## src/tcw_pkg.sv

```systemverilog
// shared types and constants for the congestion window block
`default_nettype none

package tcw_pkg;

   localparam int WINDOW_MAX_DEFAULT = 65535;

   localparam logic [15:0] SERVER_WINDOW_RESET = 16'd16;
   localparam logic [15:0] CONG_WINDOW_RESET   = 16'd1;

   // event kinds
   localparam logic [1:0] MODE_NEW_ACK  = 2'd0;
   localparam logic [1:0] MODE_FAST_RTX = 2'd1;
   localparam logic [1:0] MODE_TIMEOUT  = 2'd2;

   typedef struct packed {
      logic [1:0]  mode;
      logic [15:0] acked_count;
      logic [15:0] client_window;
      logic [15:0] in_flight;
   } tcw_req_type;

   typedef struct packed {
      logic [15:0] usable_window;
      logic [15:0] cong_window_out;
      logic [15:0] threshold_out;
   } tcw_rsp_type;

endpackage

`default_nettype wire

```

## src/tcw_update.sv

```systemverilog
// window state registers and the per-event update logic
`default_nettype none

module tcw_update
   import tcw_pkg::*;
#(
   parameter int WINDOW_MAX = WINDOW_MAX_DEFAULT
) (
   input  wire logic        clock,
   input  wire logic        reset,
   input  wire logic        cfg_write,
   input  wire logic [15:0] cfg_data,
   input  wire logic        advance,
   input  wire tcw_req_type item,
   output tcw_rsp_type      result
);

   localparam logic [15:0] WMAX = 16'(WINDOW_MAX);

   logic [15:0] server_window_ff;
   logic [15:0] cong_window_ff, cong_window_in;
   logic [15:0] ss_threshold_ff, ss_threshold_in;
   logic [15:0] ack_acc_ff, ack_acc_in;

   logic [15:0] acc_sum;
   logic [15:0] cw_sum;
   logic [15:0] half;
   logic [15:0] thr_loss;
   logic [15:0] avail;
   logic [15:0] usable;

   function automatic logic [15:0] sat_add(input logic [15:0] a, input logic [15:0] b);
      logic [16:0] sum;
      sum = {1'b0, a} + {1'b0, b};
      if (sum > {1'b0, WMAX}) begin
         return WMAX;
      end
      return sum[15:0];
   endfunction

   always_comb begin
      acc_sum  = sat_add(ack_acc_ff, item.acked_count);
      cw_sum   = sat_add(cong_window_ff, acc_sum);
      half     = {1'b0, cong_window_ff[15:1]};
      // unset threshold takes plain half, a set one floors at two
      if (ss_threshold_ff == 16'd0) begin
         thr_loss = half;
      end else if (half < 16'd2) begin
         thr_loss = 16'd2;
      end else begin
         thr_loss = half;
      end

      cong_window_in  = cong_window_ff;
      ss_threshold_in = ss_threshold_ff;
      ack_acc_in      = ack_acc_ff;
      case (item.mode)
         MODE_NEW_ACK: begin
            if (ss_threshold_ff == 16'd0) begin
               cong_window_in = cw_sum;
               ack_acc_in     = 16'd0;
            end else if (cong_window_ff < ss_threshold_ff) begin
               cong_window_in = (cw_sum < ss_threshold_ff) ? cw_sum : ss_threshold_ff;
               ack_acc_in     = 16'd0;
            end else if (acc_sum >= cong_window_ff) begin
               cong_window_in = sat_add(cong_window_ff, 16'd1);
               ack_acc_in     = 16'd0;
            end else begin
               ack_acc_in = acc_sum;
            end
         end
         MODE_FAST_RTX: begin
            ss_threshold_in = thr_loss;
            cong_window_in  = (half < 16'd1) ? 16'd1 : half;
            ack_acc_in      = 16'd0;
         end
         MODE_TIMEOUT: begin
            ss_threshold_in = thr_loss;
            cong_window_in  = 16'd1;
            ack_acc_in      = 16'd0;
         end
         default: begin
            // unused kind leaves the state alone
            cong_window_in  = cong_window_ff;
            ss_threshold_in = ss_threshold_ff;
            ack_acc_in      = ack_acc_ff;
         end
      endcase

      avail  = (item.in_flight > server_window_ff) ? 16'd0
                                                   : server_window_ff - item.in_flight;
      usable = (avail < item.client_window) ? avail : item.client_window;
      if (cong_window_in < usable) begin
         usable = cong_window_in;
      end

      result.usable_window   = usable;
      result.cong_window_out = cong_window_in;
      result.threshold_out   = ss_threshold_in;
   end

   always_ff @(posedge clock) begin
      if (reset) begin
         server_window_ff <= SERVER_WINDOW_RESET;
         cong_window_ff   <= CONG_WINDOW_RESET;
         ss_threshold_ff  <= 16'd0;
         ack_acc_ff       <= 16'd0;
      end else begin
         if (cfg_write) begin
            server_window_ff <= cfg_data;
         end
         if (advance) begin
            cong_window_ff  <= cong_window_in;
            ss_threshold_ff <= ss_threshold_in;
            ack_acc_ff      <= ack_acc_in;
         end
      end
   end

endmodule

`default_nettype wire

```

## src/tcp_congestion_window.sv

```systemverilog
// an accepted event goes through the input register, then the result register
// throughput: one event per cycle unless stalled; state updates as each result registers
// an event is held in the input register while the result register is full and stalled
// reset clears both stage valids, window to 1, threshold to unset, accumulator to 0
// reset sets the server window register to 16
`default_nettype none

module tcp_congestion_window
   import tcw_pkg::*;
#(
   parameter int WINDOW_MAX = WINDOW_MAX_DEFAULT
) (
   input  wire logic        clock,
   input  wire logic        reset,

   input  wire logic        req_valid,
   output logic             req_stall,
   input  wire tcw_req_type req_data,

   output logic             rsp_valid,
   input  wire logic        rsp_stall,
   output tcw_rsp_type      rsp_data,

   input  wire logic        csr_valid,
   output logic             csr_ready,
   input  wire logic [15:0] csr_data
);

   logic        s1_valid_ff;
   tcw_req_type s1_data_ff;
   logic        rsp_valid_ff;
   tcw_rsp_type rsp_data_ff;

   logic        out_load;
   logic        s1_load;
   tcw_rsp_type result;

   assign out_load  = !rsp_valid_ff || !rsp_stall;
   assign req_stall = s1_valid_ff && !out_load;
   assign s1_load   = req_valid && !req_stall;
   assign csr_ready = 1'b1;

   tcw_update #(
      .WINDOW_MAX(WINDOW_MAX)
   ) u_update (
      .clock     (clock),
      .reset     (reset),
      .cfg_write (csr_valid && csr_ready),
      .cfg_data  (csr_data),
      .advance   (s1_valid_ff && out_load),
      .item      (s1_data_ff),
      .result    (result)
   );

   always_ff @(posedge clock) begin
      if (reset) begin
         s1_valid_ff  <= 1'b0;
         rsp_valid_ff <= 1'b0;
      end else begin
         if (out_load) begin
            rsp_valid_ff <= s1_valid_ff;
         end
         if (out_load || !s1_valid_ff) begin
            s1_valid_ff <= s1_load;
         end
      end
   end

   always_ff @(posedge clock) begin
      if (s1_load) begin
         s1_data_ff <= req_data;
      end
      if (out_load && s1_valid_ff) begin
         rsp_data_ff <= result;
      end
   end

   assign rsp_valid = rsp_valid_ff;
   assign rsp_data  = rsp_data_ff;

   a_no_valid_after_reset: assert property (@(posedge clock)
      reset |=> !rsp_valid_ff)
      else $error("result valid right after reset");

   a_stall_only_when_full: assert property (@(posedge clock) disable iff (reset)
      req_stall |-> (s1_valid_ff && rsp_valid_ff && rsp_stall))
      else $error("input stalled with room in the pipeline");

   a_window_nonzero: assert property (@(posedge clock) disable iff (reset)
      rsp_valid_ff |-> (rsp_data_ff.cong_window_out != 16'd0))
      else $error("congestion window dropped to zero");

   a_usable_bounded: assert property (@(posedge clock) disable iff (reset)
      rsp_valid_ff |-> (rsp_data_ff.usable_window <= rsp_data_ff.cong_window_out))
      else $error("usable window above congestion window");

   a_held_item_moves: assert property (@(posedge clock) disable iff (reset)
      (s1_valid_ff && !rsp_stall) |=> rsp_valid_ff)
      else $error("held transfer not moved to the result register");

endmodule

`default_nettype wire

```

## config.mk

```make
export PLATFORM = sky130hd
export DESIGN_NAME = tcp_congestion_window
export DESIGN_NICKNAME = d
export VERILOG_FILES = /design/src/tcw_pkg.sv /design/src/tcw_update.sv /design/src/tcp_congestion_window.sv
export SDC_FILE = /design/constraint.sdc
export NUM_CORES = 1
export LEC_CHECK = 0
export BUFFER_PORTS_ARGS = -buffer_cell sky130_fd_sc_hd__clkbuf_2
export CAP_MARGIN = 25
export CELL_PAD_IN_SITES_DETAIL_PLACEMENT = 0
export CELL_PAD_IN_SITES_GLOBAL_PLACEMENT = 1
export CORE_UTILIZATION = 45
export CTS_BUF_LIST = sky130_fd_sc_hd__clkbuf_8
export DETAILED_ROUTE_END_ITERATION = 6
export GPL_TIMING_DRIVEN = 0
export PLACE_DENSITY = 0.91
export RECOVER_POWER = 25
export SETUP_SLACK_MARGIN = 0.5
export SYNTH_ARGS = -nofsm -noshare
export SYNTH_HDL_FRONTEND = slang
export SYNTH_SLANG_ARGS = --single-unit
```

## constraint.sdc

```tcl
create_clock -name clock -period 13.1 [get_ports clock]
set_input_delay 3.275 -clock clock [delete_from_list [all_inputs] [get_ports clock]]
set_output_delay 3.275 -clock clock [all_outputs]
set_load 0.005 [all_outputs]
```

* Yosys cells after proc, flatten, opt, wreduce, memory -nomap -nowiden
Index checks and enable logic that the tools add are counted.
Storage, ports and cells: bits in registers 164, output and inout bits 51, logic and storage cells 74
Operators by class: add/subtract/negate cells 4, magnitude comparators 11, eq/ne operators 2, muxes and demuxes 29, reductions and logical operators 15
Operators by type and width (number):
- $mux 16 | 18
- $lt 16x16->1 | 4
- $gt 17x16->1 const B | 3
- $pmux 16 s3 | 1
- $add 16x16->17 | 2
- $pmux 16 s2 | 1
- $mux 15 | 2
- $add 16x1->17 const B | 1
- $ge 16x16->1 | 1
- $gt 16x16->1 | 1
- $logic_not 16->1 | 1
- $sub 16x16->16 | 1
- $lt 15x1->1 const B | 1
- $lt 15x2->1 const B | 1
- $mux 1 | 7
- $logic_not 1->1 | 5
- $logic_and 1x1->1 | 3
- $eq 2x1->1 const B | 1
- $eq 2x2->1 const B | 1
- $logic_not 2->1 | 1
- $logic_or 1x1->1 | 2
- $reduce_and 2->1 | 1
- $reduce_bool 2->1 | 1
- $reduce_or 2->1 | 1

* Logic depth before layout (Yosys ltp)
Gate-level depths: netlist of the first run.
depth in word-level cells 16, depth in mapped cells 44, depth with buffers taken out 40

* Modules after synthesis
A second synthesis of the first run with hierarchy kept.
Unflattened totals: cell total of the unflattened synthesis 1299, area total of the unflattened synthesis 11760.0 um^2
Modules (own cells, without submodules):
- tcw_update | times used 1, cells an instance 1189, area each 8719.6 um^2, sequential area each 1281.2 um^2
- tcp_congestion_window | times used 1, cells an instance 110, area each 3040.4 um^2, sequential area each 2982.9 um^2

* Worst setup path before layout of the first run
Ideal clock, no wire load.
path kind reg-to-reg, from reg s1_data_ff[32] (netlist bit), to reg rsp_data_ff, in the netlist rsp_data[34] (data pin), library setup time 0.270 ns, arrival 8.445 ns, required time 12.830 ns, setup slack 4.384 ns, cell stages (with the launch flop) 43, clock period less this slack 8.716 ns, cells stage by stage edfxtp_1 ha_1 inv_1 fa_1 nor2b_1 o21ai_0 a21oi_1 o211ai_1 a21oi_1 o21ai_0 a21oi_1 clkbuf_1 nor3b_1 inv_1 fa_1 nor2b_1 o211ai_1 a211oi_2 (+7 left out) o31ai_1 o21ba_4 buf_6 mux2i_1 o21ai_1 a221oi_1 inv_1 ha_1 a21o_1 a21o_1 a211oi_1 o21a_1 o221a_2 inv_1 o41ai_2 a21oi_4 buf_6 mux2i_1
RTL lines:
- start: declaration | RTL line tcp_congestion_window.sv:30 | tcw_req_type s1_data_ff;
- start signal: assignment | RTL line tcp_congestion_window.sv:71 | s1_data_ff <= req_data;
- end signal: assignment | RTL line tcp_congestion_window.sv:74 | rsp_data_ff <= result;
- end: declaration | RTL line tcp_congestion_window.sv:32 | tcw_rsp_type rsp_data_ff;

==> results.toml, run 1 <==
[yosys]
synth.distinct_cells = 91
avgSynthCellArea_um2 = 9.03
synth-seq-area-share_pct = 35.3
ys.flop_type = "edfxtp_1"
async_flop_share_pct = 0
syn_nets = 1546
syn_inst = 1339
syn_area_um2 = 12100
synth-edff-count = 98
synth-seq-cells = 164
yosysWarnings = 0

[routing]
num_vias = 10900
via_per_inst = 5.96
wl_per_cell_um = 22.0
ant_nets = 0
route.detailed.drc = 8
dr.pass1.iters = 7
drt-total-wl_um = 40100
drt_iter0_drc = 796

[worst_setup_path]
path_buf_inv = 8
rrSetupSlack_ps = 1810
reg2reg_depth = 42
cp.depth = 42
crit_slowest_cell = "a211oi_1"
crit_family = "compound AO/OA/AOI/OAI gates"
reg2reg_from = "s1_data_ff[32]$_DFFE_PP_"
slowest_delay_ps = 660
start_kind = "flop"
arrival_ps = 11500
path_class = "reg -> reg"
r2r-end = "rsp_data[41]$_DFFE_PP_"
critPathMostFrequentCell = "inv_1"
critical_path_required_ps = 13310
end_kind = "flop"
crit_fanout = 10

[floorplanning]
dieArea_um2 = 27500
num_io_pins = 122
die_w_um = 166
start_util_pct = 46.1
core_area_um2 = 26200
rows = 59
dieHeight_um = 166

[hold_path]
min-delay-start = "u_update.ack_acc_ff[11]$_SDFFE_PP0P_"
hold_class = "reg -> reg"
min_to = "u_update.ack_acc_ff[11]$_SDFFE_PP0P_"
whs_path_depth = 2

[timing]
setup-violations-final = 0
finalHoldViolations = 0
max_slew_margin_pct = 38.6
tightest_slew_ps = 922
max_freq_mhz = 88.6
drv_slew = 0
fin_crit_sh_pct = 86.1
rsz0062_at_grt = "false"
clock_skew_ps = 21.1
period_minus_slack_ps = 11290
fin_hold_ws_ps = 473
final.setup.tns_ps = 0

[pwr]
pwr-share-clk_pct = 25.8
p_switching_w = 0.000593
seqPwrFrac_pct = 39.7
comb_power_share_pct = 34.5
p_per_area_nw_per_um2 = 112
sw_frac_of_total_pct = 39.1
p_leak_nw = 5.83
peakVddDrop_v = 0.0000702
p_int_w = 0.000925

[placement]
dpl.hpwl_um = 31800
port-buffer-count = 118
gp_congestion = 1.01

[clocking]
root_buffer = "clkbuf_8"
cts_resized = 0
numCtsBuffers = 17
clk_path_buf_depth = 2
cts_num_sinks = 164
hold_buffers = 0
clk_pin_slew_ps = 110
worstSkewPairLatency_ps = 500
cts_setup_buffers = 0
htreeDepth = 4
tritoncts = "yes"

[final_layout]
area_delta_synth_final_pct = 12.0
nets = 1685
nFillCells = 2429
diodes = 0
drive_above_1_share_pct = 15.3

[run_status]
violations = "design-rule violations"
status = "complete, but fails checks"

[global_routing]
grt_start_max_net_pins = 37
first_global_vias = 10700
grt_overflow = 0
track_usage_pct = 29.4
grt_pass1_wl_um = 61100
antenna_found_initial = 0

[job]
cap_violations = 0
[per-stage QoR]
step	util, %	worst slack (ps)	cell area [µm²]	cells	power (W)
2_1_floorplan	-	4380	12100	1339	0.000956
3_3_place_gp	50.0	2240	13100	1792	0.00112
3_5_place_dp	50.2	2010	13100	1794	0.00113
4_1_cts	51.7	1950	13600	1826	0.00152
5_1_grt	51.7	1240	13500	1826	0.00159
6_report	51.7	1810	13500	1826	0.00152
[cells in the final DEF, fill, tap and decap left out, types with 6 or more instances in the layout]
cell type / netlist / layout
mux2_2: 8 / 8
o21a_1: 15 / 15
xor2_1: 14 / 14
clkbuf_1: 47 / 52
o31ai_1: 6 / 6
clkbuf_8: 0 / 18
buf_2: 14 / 14
and3_1: 12 / 12
nor3_1: 22 / 22
nand2b_1: 9 / 9
nor2b_1: 13 / 12
a311oi_1: 9 / 9
nor3b_1: 12 / 12
a221oi_1: 11 / 11
ha_1: 133 / 133
nor2_1: 99 / 99
o211ai_1: 14 / 14
nand4_1: 27 / 27
xnor2_1: 18 / 18
a21oi_1: 94 / 94
a211oi_1: 16 / 16
mux2i_1: 42 / 42
or2_2: 7 / 7
clkbuf_2: 0 / 113
nor4_1: 14 / 14
o21ai_0: 68 / 68
edfxtp_1: 98 / 98
a31oi_1: 14 / 14
a21o_1: 26 / 26
dfxtp_1: 66 / 66
nand3_1: 25 / 25
nand2_1: 120 / 120
inv_1: 128 / 128
or3_1: 10 / 10
o22ai_1: 8 / 8
[worst max-delay path by stage]
stage | start | to | slack (ps)
final | s1_data_ff[32]$_DFFE_PP_ | rsp_data[41]$_DFFE_PP_ | 1810
after global routing | s1_data_ff[32]$_DFFE_PP_ | rsp_data[45]$_DFFE_PP_ | 1240
after CTS | s1_data_ff[32]$_DFFE_PP_ | rsp_data[43]$_DFFE_PP_ | 1950
after detailed placement | s1_data_ff[32]$_DFFE_PP_ | rsp_data[43]$_DFFE_PP_ | 2010
after global placement | u_update.ack_acc_ff[0]$_SDFFE_PP0P_ | rsp_data[37]$_DFFE_PP_ | 2240
after floorplan | s1_data_ff[32]$_DFFE_PP_ | rsp_data[34]$_DFFE_PP_ | 4380
[state kept, by name (all words and copies together), names as in the netlist]
| signal | count |
|---|---|
| rsp_data | 48 |
| rsp_valid | 1 |
| s1_data_ff | 50 |
| s1_valid_ff | 1 |
| u_update.ack_acc_ff | 16 |
| u_update.cong_window_ff | 16 |
| u_update.server_window_ff | 16 |
| u_update.ss_threshold_ff | 16 |
[synthesized netlist by cell type (6+ instances only)]
| cell | number | share of area (%) |
|---|---|---|
| and3_1 | 12 | 0.62 |
| a311oi_1 | 9 | 0.65 |
| ha_1 | 133 | 14 |
| mux2_2 | 8 | 0.75 |
| nand4_1 | 27 | 1.4 |
| xor2_1 | 14 | 1.0 |
| inv_1 | 128 | 4.0 |
| edfxtp_1 | 98 | 24 |
| nor3b_1 | 12 | 0.75 |
| nor3_1 | 22 | 0.91 |
| o31ai_1 | 6 | 0.37 |
| xnor2_1 | 18 | 1.3 |
| nor2_1 | 99 | 3.1 |
| a21o_1 | 26 | 1.6 |
| mux2i_1 | 42 | 3.5 |
| o21a_1 | 15 | 0.93 |
| a221oi_1 | 11 | 0.80 |
| nor4_1 | 14 | 0.72 |
| a21oi_1 | 94 | 3.9 |
| o22ai_1 | 8 | 0.41 |
| a31oi_1 | 14 | 0.72 |
| dfxtp_1 | 66 | 11 |
| nor2b_1 | 13 | 0.67 |
| o21ai_0 | 68 | 2.8 |
| or3_1 | 10 | 0.52 |
| nand2b_1 | 9 | 0.47 |
| a211oi_1 | 16 | 0.99 |
| clkbuf_1 | 47 | 1.5 |
| o211ai_1 | 14 | 0.87 |
| and2_1 | 6 | 0.31 |
| nand3_1 | 25 | 1.0 |
| buf_2 | 14 | 0.58 |
| or2_2 | 7 | 0.36 |
| nand2_1 | 120 | 3.7 |
[cell families (layout without fill, tap and decap cells)]
family / count (synthesis) / count (layout) / synth area share [%]
other cells: 1 / 1 / 0.0310
flops: 164 / 164 / 35.3
buf+inv: 197 / 349 / 6.54
mux: 50 / 50 / 4.22
xor+xnor: 32 / 32 / 2.32
simple gates: 403 / 403 / 16.5
fa+ha+maj: 136 / 136 / 14.3
compound gates: 356 / 356 / 20.8
[worst min-delay path: cells and delay by family (launching register included)]
kind | cells | cell delay [ps]
flip-flops | 1 | 350
AND/OR/NAND/NOR | 1 | 40
AO/OA/AOI/OAI | 1 | 50
[power groups by stage]
stage | sequential (W) | clock, W | combinational, W
after floorplan | 0.000607 | 0 | 0.000349
after global placement | 0.000615 | 0 | 0.000508
after detailed placement | 0.000614 | 0 | 0.000514
after CTS | 0.000602 | 0.000398 | 0.000518
after global routing | 0.000605 | 0.000418 | 0.000567
final | 0.000602 | 0.000391 | 0.000524
[per-layer routing]
metal  vias to the layer above  global-route usage, %  share of wire (%)
li1                       5176                      -                  -
met1                      5185                   35.4                 41
met2                       418                   50.2                 48
met5                         -                      0                  0
met3                       100                   4.53                6.3
met4                         0                   16.3                5.3
[area by class of cell]
cell class / instances / area [µm²] / area share [%]
clock buffers: 18 / 248 / 1.83
plain buffers: 67 / 303 / 2.24
repair buffers: 120 / 624 / 4.61
inverters: 130 / 488 / 3.60
flip-flops and latches: 164 / 4260 / 31.5
multi-input cells: 978 / 7040 / 52.0
well taps: 335 / 419 / 3.09
clock inverters: 14 / 158 / 1.16
Note: power is estimated with default switching activity, not from simulation.
==> run 2, diff against run 1 <==
- ABC_AREA: unset -> 1
- PLACE_DENSITY: 0.91 -> 0.94
==> run 2 against run 1 <==
The run now ends clean. Global-route usage down 3.5 points. Register-to-register slack improved by 1200 ps. Maximum frequency increased by 12%. Total power is 2.0% lower. Synthesized cell count is 6.6% higher. Combinational power shrank 8.8%. Critical path depth grew 10. First-iteration DRC count is 22% lower. Synthesized area down 6.2%. Clock power rose by 3%. Core utilization increased by 0.51 points. Sequential share of layout area rose by 1.8 points.
==> results.toml, run 2 <==
[run_status]
status = "completed"

[worst_setup_path]
slowest_delay_ps = 490
path_class = "reg -> reg"
arrival_ps = 10400
rrSetupSlack_ps = 3040
start_kind = "flop"
critPathMostFrequentCell = "nand2_1"
end_kind = "flop"
crit_fanout = 10
critical_path_required_ps = 13440
crit_slowest_cell = "a21oi_1"

[yosys]
syn_area_um2 = 11300
netlist_top_cells_count = "290 x nand2_1, 188 x inv_1, 149 x a21oi_1"
synth.distinct_cells = 47
synth_most_common_cell = "nand2_1"
syn_inst = 1428
synth-seq-area-share_pct = 37.6
syn_nets = 1635
synth_top_cell_by_area = "edfxtp_1"
yosysTopAreaCellShare_pct = 26.0
ys_top_cells_by_area = "edfxtp_1 26%, ha_1 15%, dfxtp_1 12%"
synth-edff-count = 98
async_flop_share_pct = 0
synth-seq-cells = 164
ys.flop_type = "edfxtp_1"
yosysWarnings = 0
avgSynthCellArea_um2 = 7.94

[pwr]
pwr-share-clk_pct = 27.0
peakVddDrop_v = 0.0000702
p_int_w = 0.000928
power_w = 0.00149
comb_power_share_pct = 32.1
seqPwrFrac_pct = 40.9
p_per_area_nw_per_um2 = 116
sw_frac_of_total_pct = 37.7
p_switching_w = 0.000560
p_leak_nw = 5.94

[routing]
num_vias = 10200
ant_nets = 0
via_per_inst = 5.37
dr.pass1.iters = 5
drt_iter0_drc = 618
wl_per_cell_um = 17.2
drt-total-wl_um = 32800
route.detailed.drc = 0

[hold_path]
hold_class = "reg -> reg"

[clocking]
clk_pin_slew_ps = 110
cts_resized = 0
htreeDepth = 4
hold_buffers = 0
tritoncts = "yes"
root_buffer = "clkbuf_8"
worstSkewPairLatency_ps = 480
numCtsBuffers = 17
cts_num_sinks = 164
clk_path_buf_depth = 2
cts_setup_buffers = 0

[timing]
max_freq_mhz = 99.4
clock_skew_ps = 23.3
setup-violations-final = 0
drv_slew = 0
final.setup.tns_ps = 0
max_slew_margin_pct = 39.2
rsz0062_at_grt = "false"
finalHoldViolations = 0
fin_crit_sh_pct = 76.8
period_minus_slack_ps = 10060
tightest_slew_ps = 905

[final_layout]
area_delta_synth_final_pct = 13.0
top_register = "s1_data_ff"
diodes = 0
fin_area_um2 = 12800
nets = 1776
final_cell_mix = "290 x nand2_1, 188 x inv_1, 149 x a21oi_1"
largest_reg_flops = 50
final_common_cell = "nand2_1"
drive_above_1_share_pct = 11.6

[job]
cap_violations = 0

[floorplanning]
dieHeight_um = 161
core_area_um2 = 24500
num_io_pins = 122
dieArea_um2 = 25800
start_util_pct = 46.2
die_w_um = 161
rows = 57

[global_routing]
grt_overflow = 0
grt_pass1_wl_um = 51400
track_usage_pct = 25.9
first_global_vias = 9971
grt_start_max_net_pins = 43
antenna_found_initial = 0

[placement]
placed_area_um2 = 12400
gp_congestion = 0.993
dpl.hpwl_um = 26200
port-buffer-count = 119
## run 2: path summary, 6_finish.rpt
| path | start | endpoint | depth (start not counted) |
|---|---|---|---|
| setup / recovery | s1_data_ff[32]$_DFFE_PP_ | rsp_data[41]$_DFFE_PP_ | 52 |
| hold / removal | u_update.ack_acc_ff[12]$_SDFFE_PP0P_ | u_update.ack_acc_ff[12]$_SDFFE_PP0P_ | 2 |
| setup reg to reg | s1_data_ff[32]$_DFFE_PP_ | rsp_data[41]$_DFFE_PP_ | 52 |
| hold reg to reg | u_update.ack_acc_ff[12]$_SDFFE_PP0P_ | u_update.ack_acc_ff[12]$_SDFFE_PP0P_ | 2 |
## run 2: power by group through the flow
stage          sequential [W]  clock (W)  combinational, W
2_1_floorplan        0.000612          0          0.000325
3_3_place_gp         0.000621          0          0.000460
3_5_place_dp         0.000619          0          0.000472
4_1_cts              0.000608   0.000410          0.000475
5_1_grt              0.000610   0.000428          0.000540
6_report             0.000608   0.000402          0.000478
## run 2: per-stage QoR
stage,setup slack (ps),hold slack (ps),utilization (%),std cells
floorplan,5250,433,-,1428
global placement,3300,449,50.3,1871
detailed placement,3180,466,50.5,1874
CTS,3120,482,52.2,1906
global route,1960,502,52.2,1906
finish,3040,479,52.2,1906
## run 2: cell type report
class	count	area [µm²]
Inverter	195	732
Clock inverter	15	191
Timing Repair Buffer	122	639
Fill cell	2435	11700
Clock buffer	17	234
Multi-Input combinational cell	1017	6120
Sequential cell	164	4260
Tap cell	324	405
Buffer	52	219
## run 2: cells by family after synthesis
group	after synthesis	share of synthesized area, %
xor+xnor	37	2.86
fa+ha+maj	136	15.2
buf+inv	247	8.39
flops	164	37.6
simple gates	486	18.2
other cells	1	0.0331
compound gates	357	17.7
## run 2: per-layer routing
layer  share of wire [%]  track usage [%]  routed length, µm  up-vias
li1                    -                -                  -     5138
met1                  43             31.5              14000     4719
met2                  49             45.5              16100      301
met3                 4.8             3.41               1570       70
met4                 3.7             11.7               1200        0
met5                   0                0                  0        -
## run 2: worst max-delay path, delay by kind of cell (launching register included)
kind / cells / cell delay (ps)
buffers and inverters: 7 / 1710
DFF: 1 / 390
and+or+nand+nor: 17 / 2190
AOI/OAI and AO/OA: 22 / 4010
adders and majority gates: 6 / 1630
==> run 3, diff against run 2 <==
- CORE_UTILIZATION: 45 -> 41
- PLACE_DENSITY: 0.94 -> 0.9
- clock period: 13.1 -> 8.4 ns (I/O delays scaled with it)
==> run 3 against run 2 <==
Wire length grew 8.2%. Largest power group is now combinational logic. Count of clock-buffer cells in the layout unchanged. Non-clock buffer count increased by 81.
==> results.toml, run 3 (same netlist as run 2, synthesis figures left out) <==
[floorplanning]
core_area_um2 = 27000
die_w_um = 168
num_io_pins = 122
dieHeight_um = 168
rows = 60
dieArea_um2 = 28300
start_util_pct = 41.9

[timing]
setup-violations-final = 0
finalHoldViolations = 0
tightest_slew_ps = 1020
fin_hold_ws_ps = 470
drv_slew = 0
max_freq_mhz = 128
max_slew_margin_pct = 31.2
rsz0062_at_grt = "true"
clock_skew_ps = 30.4
period_minus_slack_ps = 7790
fin_crit_sh_pct = 92.7

[routing]
dr.pass1.iters = 7
num_vias = 10800
route.detailed.drc = 0
drt_iter0_drc = 749
wl_per_cell_um = 17.7
ant_nets = 0
drt-total-wl_um = 35500
via_per_inst = 5.40

[final_layout]
drive_above_1_share_pct = 23.7
diodes = 0
area_delta_synth_final_pct = 25.5
nets = 1857
final_cell_mix = "264 x nand2_1, 178 x inv_1, 127 x a21oi_1"
final_common_cell = "nand2_1"
largest_reg_flops = 50
fin_area_um2 = 14200
top_register = "s1_data_ff"

[pwr]
comb_power_share_pct = 38.6
p_switching_w = 0.000959
sw_frac_of_total_pct = 37.8
p_leak_nw = 6.46
p_per_area_nw_per_um2 = 178
peakVddDrop_v = 0.000105
p_int_w = 0.00158
pwr-share-clk_pct = 24.0
seqPwrFrac_pct = 37.4

[clocking]
tritoncts = "yes"
root_buffer = "clkbuf_8"
htreeDepth = 4
worstSkewPairLatency_ps = 490
numCtsBuffers = 17
cts_num_sinks = 164
clk_pin_slew_ps = 100
clk_path_buf_depth = 2

[job]
cap_violations = 0

[worst_setup_path]
path_class = "reg -> reg"
arrival_ps = 8010
critPathMostFrequentCell = "buf_4"
slowest_delay_ps = 380
start_kind = "flop"
end_kind = "flop"
crit_slowest_cell = "edfxtp_1"
crit_fanout = 10
critical_path_required_ps = 8620

[placement]
dpl.hpwl_um = 26400
port-buffer-count = 119
gp_congestion = 0.951
placed_area_um2 = 12400

[global_routing]
grt_overflow = 0
antenna_found_initial = 0
track_usage_pct = 24.7
first_global_vias = 10300
grt_start_max_net_pins = 43
grt_pass1_wl_um = 53900

[hold_path]
hold_class = "reg -> reg"

[run_status]
status = "completed"
-- run 3: cell count changes in the layout (fill, tap and decap cells not counted), moves of 10 or more --
cell | before | now
a21oi_1 | 149 | 127
a21oi_2 | 0 | 18
buf_4 | 3 | 79
ha_1 | 133 | 110
ha_4 | 0 | 21
inv_1 | 188 | 178
inv_2 | 4 | 14
nand2_1 | 290 | 264
nand2_2 | 4 | 21
o21ai_0 | 128 | 92
o21ai_1 | 5 | 22
o21ai_2 | 0 | 17
-- run 3: per-layer routing --
| layer | up-vias | GRT usage (%) | part of all wire, % |
|---|---|---|---|
| li1 | 5310 | - | - |
| met1 | 5074 | 30.1 | 41 |
| met2 | 360 | 43.7 | 50 |
| met3 | 82 | 2.87 | 5.6 |
| met4 | 0 | 11.2 | 3.9 |
| met5 | - | 0 | 0 |
-- run 3: final cells by class --
| cell class | instances | area, µm² |
|---|---|---|
| fillers | 2546 | 12800 |
| inverters | 195 | 738 |
| multi-input cells | 1017 | 6850 |
| plain buffers | 52 | 269 |
| flip-flops and latches | 164 | 4270 |
| well taps | 341 | 427 |
| repair buffers | 203 | 1270 |
| clock buffers | 17 | 234 |
| clock inverters | 15 | 171 |
-- run 3: power by group through the flow --
stage	Sequential (W)	Clock, W	Combinational [W]
after global routing	0.000952	0.000652	0.00108
final	0.000949	0.000608	0.000979
after floorplan	0.000954	0	0.000508
after detailed placement	0.000966	0	0.000733
after global placement	0.000968	0	0.000721
after CTS	0.000948	0.000623	0.000864
-- run 3: path summary, 6_finish.rpt --
path	from	depth (start not counted)	to	slack, ps
max	s1_data_ff[32]$_DFFE_PP_	56	rsp_data[37]$_DFFE_PP_	610
min	u_update.server_window_ff[0]$_SDFFE_PP0P_	2	u_update.server_window_ff[0]$_SDFFE_PP0P_	470
max reg2reg	s1_data_ff[32]$_DFFE_PP_	56	rsp_data[37]$_DFFE_PP_	610
min reg2reg	u_update.server_window_ff[0]$_SDFFE_PP0P_	2	u_update.server_window_ff[0]$_SDFFE_PP0P_	470
-- run 3: critical path: cells and delay by family, from the launching register on --
kind	cells	cell delay [ps]
flip-flops	1	380
AO/OA/AOI/OAI	13	1670
AND/OR/NAND/NOR	17	1720
adder cells (fa/ha/maj)	5	1320
buffers and inverters	20	2250
XOR/XNOR	1	160
-- run 3: through the flow --
| stage | utilization, % | setup TNS [ps] | instances | power [W] | worst slack, ps |
|---|---|---|---|---|---|
| global placement | 45.7 | -22680 | 1888 | 0.00169 | -1510 |
| detailed placement | 45.9 | -23500 | 1890 | 0.00170 | -1560 |
| floorplan | - | 0 | 1428 | 0.00146 | 555 |
| CTS | 50.5 | 0 | 1975 | 0.00244 | 457 |
| finish | 52.6 | 0 | 2004 | 0.00254 | 609 |
| global route | 52.6 | 0 | 2004 | 0.00269 | 175 |
-- run 3: timing repair --
item                       CTS  global route
setup endpoints to repair   46            16
gates cloned                 1             0
setup buffers               52            29
resized for setup          114           107
pin swaps                   41            68
hold endpoints to repair     0             0
hold buffers                 0             0
